===== src/rtl/cbp_pkg.sv =====
// Shared constants, types and helpers for the CAN signal bit-field pack block.
// Used by cbp_cell, cbp_ring and can_signal_bitfield_pack; depends on nothing.
`default_nettype none

package cbp_pkg;

  // Frame size in bytes that take part in a pack or unpack.
  localparam int PAYLOAD_BYTES = 8;
  localparam int BYTE_BITS     = 8;
  localparam int RING_BITS     = 64;
  localparam int IDX_W         = 7;

  // First walk index that lies past the frame.
  localparam logic [IDX_W-1:0] LIMIT = IDX_W'(PAYLOAD_BYTES * BYTE_BITS);
  // Longest field; longer lengths saturate to it.
  localparam logic [IDX_W-1:0] FIELD_MAX = IDX_W'(RING_BITS);
  // Walk end points: an upward walk covers the ring only, a downward walk
  // starts high enough to cover every field that runs past the frame.
  localparam logic [IDX_W-1:0] IDX_RING_TOP = IDX_W'(RING_BITS - 1);
  localparam logic [IDX_W-1:0] IDX_WALK_TOP = '1;
  localparam logic [IDX_W-1:0] IDX_ZERO     = '0;

  // Input tdata layout.
  localparam int IN_DATA_W  = 144;
  localparam int OUT_DATA_W = 128;

  // Control to the ring of bit cells.
  typedef struct packed {
    logic load;   // take a new payload into the cells
    logic shift;  // move every bit one cell along
    logic up;     // 1: bits move toward cell 0, 0: toward the top cell
  } ring_ctrl_t;

  // Reverses the bit order inside each byte. Applied to a Motorola payload,
  // it turns the field's bit sequence into a run of ascending indexes.
  function automatic logic [RING_BITS-1:0] byte_bit_reverse(input logic [RING_BITS-1:0] d);
    logic [RING_BITS-1:0] r;
    r = '0;
    for (int b = 0; b < RING_BITS / BYTE_BITS; b++) begin
      for (int k = 0; k < BYTE_BITS; k++) begin
        r[b * BYTE_BITS + k] = d[b * BYTE_BITS + (BYTE_BITS - 1 - k)];
      end
    end
    return r;
  endfunction

endpackage

`default_nettype wire


===== src/rtl/cbp_cell.sv =====
// One bit cell of the payload ring: holds one payload bit and passes it on.
// Depends on cbp_pkg for the ring control struct.
`default_nettype none

module cbp_cell (
  input  wire logic              clk,
  input  wire cbp_pkg::ring_ctrl_t ctrl,
  input  wire logic              load_bit,
  input  wire logic              from_above,
  input  wire logic              from_below,
  output logic                   q
);

  always_ff @(posedge clk) begin
    if (ctrl.load) begin
      q <= load_bit;
    end else if (ctrl.shift) begin
      q <= ctrl.up ? from_above : from_below;
    end
  end

endmodule

`default_nettype wire


===== src/rtl/cbp_ring.sv =====
// Ring of 64 bit cells that rotates the payload past its head cell.
// Depends on cbp_pkg and cbp_cell.
`default_nettype none

module cbp_ring (
  input  wire logic                             clk,
  input  wire cbp_pkg::ring_ctrl_t              ctrl,
  input  wire logic [cbp_pkg::RING_BITS-1:0]    load_data,
  input  wire logic                             fb_bit,
  output logic                                  head_bit,
  output logic [cbp_pkg::RING_BITS-1:0]         bits
);

  localparam int N = cbp_pkg::RING_BITS;

  logic [N-1:0] above;
  logic [N-1:0] below;

  // The bit leaving the head comes back, possibly rewritten, at the far end.
  always_comb begin
    above = {fb_bit, bits[N-1:1]};
    below = {bits[N-2:0], fb_bit};
  end

  for (genvar i = 0; i < N; i++) begin : g_cell
    cbp_cell u_cell (
      .clk        (clk),
      .ctrl       (ctrl),
      .load_bit   (load_data[i]),
      .from_above (above[i]),
      .from_below (below[i]),
      .q          (bits[i])
    );
  end

  assign head_bit = ctrl.up ? bits[0] : bits[N-1];

endmodule

`default_nettype wire


===== src/rtl/can_signal_bitfield_pack.sv =====
// Top level of the CAN signal bit-field pack and unpack block.
// Depends on cbp_pkg and cbp_ring (which instantiates cbp_cell).
//
// Usage. One input beat on the s_ channel carries a frame payload, the field
// description and, for a set, the value to insert; s_tuser carries the
// command and the byte order. One output beat on the m_ channel returns the
// extracted field and the resulting payload. Every input beat gives exactly
// one output beat, in order.
//
// Operation. The payload sits in a ring of 64 bit cells that rotates one bit
// per cycle past a head cell while the walk index lies on a cell; there the
// field bit is read or rewritten, and a full rotation restores the frame. An
// Intel set and a Motorola get walk the ring upward. An Intel get and a
// Motorola set walk downward from index 127; while the index lies past the
// ring, the ring stands still and the walk only steps through field bits that
// fall past the frame. Each item passes through the walk and finish states,
// where its output beat is registered; no new input beat is taken until idle.
//
// Reset clears the walk control, holds s_tready low and drops any pending
// output beat. When the receiver stalls, the earlier beat waits in the output
// register and the finished result holds in the finish state; once the output
// register is free it takes the result and accepts the next input beat.
`default_nettype none

module can_signal_bitfield_pack (
  input  wire logic                            clk,
  input  wire logic                            rst,
  // Input beat tdata, lowest bit up: payload[63:0], start_byte[66:64],
  // start_bit[69:67], field_length[76:70], insert_value[140:77], zeros.
  input  wire logic                            s_tvalid,
  output logic                                 s_tready,
  input  wire logic [cbp_pkg::IN_DATA_W-1:0]   s_tdata,
  // Input beat tuser, lowest bit up: cmd[0], motorola_order[1].
  input  wire logic [1:0]                      s_tuser,
  // Output beat tdata, lowest bit up: field_value[63:0], payload_out[127:64].
  output logic                                 m_tvalid,
  input  wire logic                            m_tready,
  output logic [cbp_pkg::OUT_DATA_W-1:0]       m_tdata
);

  localparam int N  = cbp_pkg::RING_BITS;
  localparam int IW = cbp_pkg::IDX_W;

  typedef enum logic [1:0] {
    IDLE,
    WALK,
    FINISH
  } state_t;

  state_t state;

  // Input fields.
  logic          in_cmd;
  logic          in_moto;
  logic [N-1:0]  in_payload;
  logic [2:0]    in_start_byte;
  logic [2:0]    in_start_bit;
  logic [6:0]    in_length;
  logic [N-1:0]  in_value;

  assign in_cmd        = s_tuser[0];
  assign in_moto       = s_tuser[1];
  assign in_payload    = s_tdata[63:0];
  assign in_start_byte = s_tdata[66:64];
  assign in_start_bit  = s_tdata[69:67];
  assign in_length     = s_tdata[76:70];
  assign in_value      = s_tdata[140:77];

  // Field start as an index into the ring. For Motorola order the ring holds
  // each byte bit-reversed, so the field becomes one ascending run there too.
  logic [5:0]    in_start;
  logic [IW-1:0] in_len_sat;
  logic [IW-1:0] in_end;
  logic          in_up;

  always_comb begin
    in_start   = {in_start_byte, in_moto ? ~in_start_bit : in_start_bit};
    in_len_sat = in_length[6] ? cbp_pkg::FIELD_MAX : in_length;
    in_end     = {1'b0, in_start} + in_len_sat;
    // A get builds the field by shifting left, so it has to meet the field's
    // top bit first; a set consumes the value from its low end.
    in_up      = in_cmd ^ in_moto;
  end

  logic accept;
  logic out_load;
  assign s_tready = (state == IDLE) && !rst;
  assign accept   = s_tvalid && s_tready;
  // The finished result moves into the output register once it is free.
  assign out_load = (state == FINISH) && (!m_tvalid || m_tready);

  // Walk registers.
  logic [IW-1:0] idx;
  logic [5:0]    win_lo;
  logic [IW-1:0] win_hi;
  logic          cmd_q;
  logic          moto_q;
  logic          up_q;
  logic [N-1:0]  field_acc;
  logic [N-1:0]  value_sr;

  // Ring of cells.
  cbp_pkg::ring_ctrl_t ring_ctrl;
  logic                head_bit;
  logic                fb_bit;
  logic [N-1:0]        ring_bits;
  logic [N-1:0]        ring_load;

  logic in_win;
  logic in_frame;
  logic walk_last;

  always_comb begin
    in_win    = (idx >= {1'b0, win_lo}) && (idx < win_hi);
    in_frame  = (idx < cbp_pkg::LIMIT);
    walk_last = up_q ? (idx == cbp_pkg::IDX_RING_TOP) : (idx == cbp_pkg::IDX_ZERO);
    // A set rewrites the head bit with the next value bit inside the field and
    // the frame; anything else sends the bit around unchanged.
    fb_bit    = (cmd_q && in_win && in_frame) ? value_sr[0] : head_bit;
    ring_load = in_moto ? cbp_pkg::byte_bit_reverse(in_payload) : in_payload;

    ring_ctrl.load  = accept;
    // The ring moves only while the walk index lies on a real cell.
    ring_ctrl.shift = (state == WALK) && !idx[IW-1];
    ring_ctrl.up    = up_q;
  end

  cbp_ring u_ring (
    .clk       (clk),
    .ctrl      (ring_ctrl),
    .load_data (ring_load),
    .fb_bit    (fb_bit),
    .head_bit  (head_bit),
    .bits      (ring_bits)
  );

  logic [N-1:0] result_payload;
  logic [N-1:0] result_field;

  always_comb begin
    result_payload = moto_q ? cbp_pkg::byte_bit_reverse(ring_bits) : ring_bits;
    result_field   = cmd_q ? '0 : field_acc;
  end

  always_ff @(posedge clk) begin
    if (rst) begin
      state    <= IDLE;
      m_tvalid <= 1'b0;
    end else begin
      if (m_tvalid && m_tready && !out_load) begin
        m_tvalid <= 1'b0;
      end
      unique case (state)
        IDLE: begin
          if (accept) begin
            idx       <= in_up ? cbp_pkg::IDX_ZERO : cbp_pkg::IDX_WALK_TOP;
            win_lo    <= in_start;
            win_hi    <= in_end;
            cmd_q     <= in_cmd;
            moto_q    <= in_moto;
            up_q      <= in_up;
            field_acc <= '0;
            value_sr  <= in_value;
            state     <= WALK;
          end
        end
        WALK: begin
          if (in_win) begin
            // Every field step uses one value bit, even past the frame, so
            // the bits that do land in the frame line up.
            value_sr <= value_sr >> 1;
            if (in_frame && !cmd_q) begin
              field_acc <= {field_acc[N-2:0], head_bit};
            end
          end
          if (walk_last) begin
            state <= FINISH;
          end else begin
            idx <= up_q ? idx + 1'b1 : idx - 1'b1;
          end
        end
        FINISH: begin
          if (out_load) begin
            m_tdata  <= {result_payload, result_field};
            m_tvalid <= 1'b1;
            state    <= IDLE;
          end
        end
        default: begin
          state <= IDLE;
        end
      endcase
    end
  end

  // An output beat appears only out of the finish state.
  a_valid_from_finish: assert property (@(posedge clk) disable iff (rst)
    $rose(m_tvalid) |-> ($past(state) == FINISH))
    else $error("output beat raised outside the finish state");

  // An upward walk never leaves the ring.
  a_up_walk_in_ring: assert property (@(posedge clk) disable iff (rst)
    (state == WALK && up_q) |-> !idx[IW-1])
    else $error("upward walk index past the ring");

  // A new input beat starts a walk, so no result can follow it at once.
  a_no_early_result: assert property (@(posedge clk) disable iff (rst)
    accept |=> (state == WALK) && !$rose(m_tvalid))
    else $error("result appeared right after an accepted input beat");

endmodule

`default_nettype wire


===== config.mk =====
export PLATFORM = sky130hd
export DESIGN_NAME = can_signal_bitfield_pack
export DESIGN_NICKNAME = d
export VERILOG_FILES = /design/src/rtl/cbp_pkg.sv /design/src/rtl/cbp_cell.sv /design/src/rtl/cbp_ring.sv /design/src/rtl/can_signal_bitfield_pack.sv
export SDC_FILE = /design/constraint.sdc
export NUM_CORES = 1
export LEC_CHECK = 0
export BUFFER_PORTS_ARGS = -buffer_cell sky130_fd_sc_hd__buf_2
export CAP_MARGIN = 0
export CORE_ASPECT_RATIO = 0.5
export CORE_MARGIN = 3
export CORE_UTILIZATION = 25
export CTS_CLUSTER_SIZE = 24
export DETAILED_ROUTE_END_ITERATION = 6
export SYNTH_ARGS = -nofsm -noshare
export SYNTH_HDL_FRONTEND = slang
export SYNTH_HIERARCHICAL = 1
export SYNTH_SLANG_ARGS = --single-unit

===== constraint.sdc =====
create_clock -name clk -period 12.47 [get_ports clk]
set_input_delay 0.6235 -clock clk [delete_from_list [all_inputs] [get_ports clk]]
set_output_delay 0.6235 -clock clk [all_outputs]
set_load 0.005 [all_outputs]

# Word-level counts from Yosys, hierarchy flattened
# Cells that the tools add are included.
[word_totals] out_inout_bits=130 regBits=346 ramBits=0 mem_bits_ro=0 in_bits=150 latch_bits=0 memories=0 word_cells=338
[op_classes] muxes=218 div_mod_pow=0 n_shift=0 n_bitwise=3 magnitude_cmp=3 add_sub_neg=3 multipliers=0 n_reduce_logical=26 n_eq_ne=9
[op_table] operator="64-bit two-way mux" n=7
[op_table] operator="64-bit case mux with 2 select lines" n=2
[op_table] operator="1-bit two-way mux" n=198
[op_table] operator="7-bit two-way mux" n=5
[op_table] operator="7-bit case mux with 2 select lines" n=1
[op_table] operator="1-bit logical AND" n=10
[op_table] operator="2-bit != test, second input constant" n=5
[op_table] operator="3-bit AND reduction" n=3
[op_table] operator="4-bit AND reduction" n=2
[op_table] operator="6-bit by 7-bit adder with 7-bit output" n=1
[op_table] operator="7-bit by 1-bit adder with 7-bit output, second input constant" n=1
[op_table] operator="7-bit by 6-bit equality test with 1-bit output, second input constant" n=1
[op_table] operator="7-bit by 6-bit greater-or-equal comparator with 1-bit output" n=1
[op_table] operator="7-bit logical NOT" n=1
[op_table] operator="7-bit less-than comparator" n=1
[op_table] operator="7-bit less-than comparator, second input constant" n=1
[op_table] operator="7-bit by 1-bit subtractor with 7-bit output, second input constant" n=1
[op_table] operator="2-bit two-way mux" n=3
[op_table] operator="2-bit case mux with 3 select lines" n=1
[op_table] operator="1-bit logical NOT" n=5
[op_table] operator="5-bit AND reduction" n=1
[op_table] operator="2-bit nonzero test" n=2
[op_table] operator="3-bit two-way mux" n=1
[op_table] operator="3-bit inverter" n=1
[op_table] operator="7 further kinds" n=7

# Depth between registers and ports, before layout
[depth] depth_word=8 ltp_mapped=12 depth_no_buf=9

# By module
# The synthesis kept the hierarchy.
[by_module_without_submodules] mod="can_signal_bitfield_pack" seq_area_each_um2=8438.1 instances=1 cells_per_inst=924 area_per_inst_um2=12715.9
[by_module_without_submodules] mod="cbp_cell" seq_area_each_um2=30.0 instances=64 cells_per_inst=5 area_per_inst_um2=55.1
[by_module_without_submodules] mod="cbp_ring" seq_area_each_um2=0.0 instances=1 cells_per_inst=1 area_per_inst_um2=15.0

# Worst setup path after synthesis
# Ideal clock, no wire load.
[synth_timing] kind="in2reg" start="input rst" end="register m_tdata[0] (netlist name) (enable)" required_time_ns=11.672 path_buffers=1 setup_ns=0.798 path_slack_ns=1.556 arrival_time_ns=10.116 stages=2 cell_sequence="clkbuf_1 > nor3b_1"
[synth_between] elab_chain_len=2
[synth_lines] item="from (decl)" line_no="can_signal_bitfield_pack.sv:27" text="input wire logic rst,"
[synth_lines] item="1-bit inverter (no source line)"
[synth_lines] item="3-bit AND reduction (no source line)"
[synth_lines] item="to (signal assigned)" line_no="can_signal_bitfield_pack.sv:184" text="m_tdata <= {result_payload, result_field};"
[synth_lines] item="to (decl)" line_no="can_signal_bitfield_pack.sv:38" text="output logic [cbp_pkg::OUT_DATA_W-1:0] m_tdata"
# Every way passes these cells.
# A chain may end at the register's enable or synchronous reset.

# Final worst setup path
[layout_timing] start="register state[1]" end="register u_ring.g_cell[43].u_cell.q (enable)"
[layout_between] elab_chain_len=4 word_cells_on_any_way=6 cone_classes="eq/ne: 1; reduce/logical: 5"
[layout_lines] item="from (decl)" line_no="can_signal_bitfield_pack.sv:50" text="state_t state;"
[layout_lines] item="from (signal assigned)" line_no="can_signal_bitfield_pack.sv:147" text="state <= IDLE;"
[layout_lines] item="from (signal assigned)" line_no="can_signal_bitfield_pack.sv:164" text="state <= WALK;"
[layout_lines] item="from (signal assigned)" line_no="can_signal_bitfield_pack.sv:177" text="state <= FINISH;"
[layout_lines] item="2-bit logical NOT" line_no="can_signal_bitfield_pack.sv:87" text="assign s_tready = (state == IDLE) && !rst;"
[layout_lines] item="1-bit logical AND" line_no="can_signal_bitfield_pack.sv:87"
[layout_lines] item="1-bit logical AND" line_no="can_signal_bitfield_pack.sv:88" text="assign accept = s_tvalid && s_tready;"
[layout_lines] item="named net accept" line_no="can_signal_bitfield_pack.sv:85" text="logic accept;"
[layout_lines] item="2-bit nonzero test (no source line)"
[layout_lines] item="to (signal assigned)" line_no="cbp_cell.sv:16" text="q <= load_bit;"
[layout_lines] item="to (signal assigned)" line_no="cbp_cell.sv:18" text="q <= ctrl.up ? from_above : from_below;"
[layout_lines] item="to (decl)" line_no="cbp_cell.sv:11" text="output logic q"
# The timed path passes the listed nets, and every way through them passes these cells.

==> out/summary.md <==
The classification of the worst setup path is reg2reg. The first global-routing pass estimated 57800 um of wire. The area of the mapped netlist was 16300 um^2. STA puts the critical path data required time at 12.72 ns. In this run the worst path has a maximum fanout of 114.

The worst setup path is captured at a register. The tools report the aggregate negative setup slack as 0 ns. The worst max-slew margin expressed relative to the limit is 36.1%. The per-instance average area after synthesis works out to 13.1 um^2.

Post-synthesis sequential element count: 346. Setup violations remaining at the end of the flow were counted as 0. In this run the post-CTS setup repair buffer count came out at 0. The congestion estimate from routability-driven global placement came to 0.756.

The run gives 10400 as the via count of the first global-routing pass. The transition at the pin with the smallest max-transition slack was 0.958 ns; the starting DRC count in detailed routing was 707. VDD sags by at most 78.5 uV. The top cell types in the final layout, fill and taps aside, are 343 x edfxtp_1, 275 x buf_2, 257 x nand2_1. Summed over all nets, the half-perimeter wirelength after detailed placement is 24900 um.

The delay of the slowest critical-path stage is 0.84 ns, and the first-pass detailed-route iteration total is 5. The main flop type after synthesis is edfxtp_1. The slowest stage of the critical path belongs to the cell buf_4. Once the floorplan was initialized, standard cells occupied 25.5% of the core. The fraction of registers with async set/reset works out to 0%.

The library cell used most frequently in the layout, excluding fill and tap cells, is edfxtp_1. Count of instances resized after the clock tree is built: 0. The routed design could run at a clock period as short as 2.89 ns.

Synthesis produced a netlist with a net count of 1420. Input and output buffers added on the ports amount to 276. Across all layers, the routed design uses 10200 vias.

The core region is 63700 um^2. Number of I/O pins: 280. The tools report the global-route usage over all layers as 10.6%. Synthesis handed over a netlist of 1245 instances.

The proportion of layout cells with a drive suffix above 1 was 30.9%. The floorplan die height is 186 um. The floorplan step set the die width to 367 um. The signal on the critical path passes through nor3_1, and2_4, buf_4, or2_1. Counting the fill cells in the layout gives 6486. The count of nets left with antenna violations once routing finished came out at 0. The clock drives 346 sinks. The root buffer cell is clkbuf_16. The number of antenna violations at the first check in global routing came out at 8. Yosys mapped a number of flops with a built-in enable equal to 343. The final routed DRC violation total came out at 0.

The tool flagged a number of max-cap violations equal to 0. Dividing the detail-routed wire length by the instance count gives 15.4 um. Hold repair after CTS inserted 0 buffers. The max-slew violation count is 0, and the detailed-route vias per instance is 4.17. CTS built an H-tree with a depth of 2. Setup repair after global routing left no endpoint under its margin. The top achievable clock speed is 345 MHz, and the number of nets in the layout is 1703. The buffers plus inverters on the worst setup path is 1. The type of the worst min-delay path is in2reg.

The total clock buffers created by CTS came out at 38. The later pin in the worst-skew pair is clocked with a latency of 0.53 ns. TritonCTS built the clock tree. The sequential area share after synthesis is 63.7%. For this block, the routed nets add up to 37500 um of wire. The worst slack on hold paths is 0.306 ns. The total number of placement rows was 65.

Layout overhead on the synthesized area: 22.1%. The flow ran to the end, and the final reports show no timing, DRC or antenna violations. Data on the critical path arrives at its endpoint at 3.14 ns. The logs give 0 for the total count of hold-check failures in the final report and 7.67 nW for the leakage power total. Count of different cell masters after synthesis: 46. Entering global routing, the biggest net connects 115 pins. Share of the clock period used by the worst path: 23.2%.

The tools report the critical path startpoint category as a register. The setup skew after layout is 0.0150 ns, and the clock-pin slew reported for the worst setup and hold paths after clock tree synthesis is 0.06 ns. The global-route congestion overflow total came out at 0. For the maximum count of clock buffers along a single path, the log shows 3.

Power spread over the standard cell area amounts to 139 nW/um^2. Family with the most delay on the worst path: simple AND/OR/NAND/NOR gates. The number of warnings issued by yosys was 6.

The full die area is 68300 um^2.
worst register-to-register path: stages, from the launching register on:
cell     delay (ns)
dfxtp_1        0.41
nor3_1         0.37
and2_4         0.66
buf_4          0.89
or2_1          0.29
registers in the layout, summed over array words and instances (netlist names):
signal,flops
win_lo,6
m_tdata,128
cmd_q,1
idx,7
field_acc,64
m_tvalid,1
up_q,1
value_sr,64
state,2
moto_q,1
win_hi,7
u_ring/g_cell.u_cell/q,64
path summary, 6_finish.rpt:
kind | from | end | slack (ns) | cells after the start
max | state[1]$_SDFFE_PP0P_ | u_ring/g_cell[43].u_cell/q$_DFFE_PP_ | 9.58 | 4
min | s_tdata[66] | win_lo[5]$_DFFE_PP_ | 0.31 | 1
max reg2reg | state[1]$_SDFFE_PP0P_ | u_ring/g_cell[43].u_cell/q$_DFFE_PP_ | 9.58 | 4
min reg2reg | value_sr[52]$_DFFE_PP_ | value_sr[51]$_DFFE_PP_ | 0.51 | 2
synth_stat cells, types with 2 or more instances:
library cell,instances,area [um^2]
mux2i_1,67,671
mux2_2,128,1440
a21oi_1,9,45.0
o21ai_1,64,320
edfxtp_1,343,10300
xor2_1,5,43.8
nor4_1,4,25.0
a21o_1,5,37.5
nor2b_1,74,463
nor2_1,11,41.3
nand2b_1,6,37.5
fa_1,2,40.0
inv_1,21,78.8
ha_1,23,288
and2_1,67,419
clkbuf_2,5,25.0
o21ai_0,7,35.0
or2_1,64,400
xnor2_1,6,52.6
a31oi_1,3,18.8
nor3_1,7,35.0
buf_2,29,145
dfxtp_1,3,60.1
buf_4,2,15.0
clkbuf_1,10,37.5
nand4_1,2,12.5
o211ai_1,2,15.0
nand3_1,2,10.0
nand2_1,257,965
layer usage:
layer | global-route usage [%] | up-vias | part of all wire, % | routed length, um
met5 | 0 | - | 0.080 | 30
met4 | 3.60 | 4 | 2.5 | 952
li1 | - | 5017 | - | -
met2 | 20.5 | 111 | 55 | 20600
met3 | 1.81 | 65 | 3.2 | 1180
met1 | 11.7 | 4959 | 39 | 14700
cell type report:
| type | instances | area, um^2 | area share, % |
|---|---|---|---|
| clock buffer | 52 | 1000 | 5.06 |
| antenna | 6 | 15.0 | 0.0757 |
| sequential | 346 | 10400 | 52.2 |
| tap | 871 | 1090 | 5.49 |
| multi-input combinational | 832 | 5630 | 28.4 |
| timing repair buffer | 289 | 1480 | 7.47 |
| inverter | 21 | 78.8 | 0.397 |
| clock inverter | 17 | 184 | 0.927 |
power by group:
group | switching (mW) | total [mW] | internal, mW | leakage (nW)
registers | 0.0367 | 1.39 | 1.36 | 3.22
clock network | 0.462 | 1.09 | 0.631 | 0.572
logic | 0.139 | 0.262 | 0.123 | 3.88
total | 0.638 | 2.75 | 2.11 | 7.67
cell families (layout without fill, tap and decap cells):
group / after synthesis / after routing / synth area share (%)
compound gates: 101 / 101 / 3.59
simple gates: 498 / 498 / 15.0
mux: 197 / 197 / 13.2
buf+inv: 67 / 379 / 1.86
fa+ha+maj: 25 / 25 / 2.02
flops: 346 / 346 / 63.7
xor+xnor: 11 / 11 / 0.593
other cells: 0 / 6 / 0
stage by stage:
stage	setup slack, ns	util, %	std cells	cell area [um^2]	total power [mW]
floorplan	1.56	-	1245	16300	1.60
global placement	9.26	29.3	2359	18600	1.68
detailed placement	9.17	29.3	2359	18600	1.68
CTS	9.60	31.1	2428	19800	2.79
global route	9.36	31.2	2434	19800	2.88
finish	9.58	31.2	2434	19800	2.75
No activity file was read; power rests on OpenSTA's default activity.
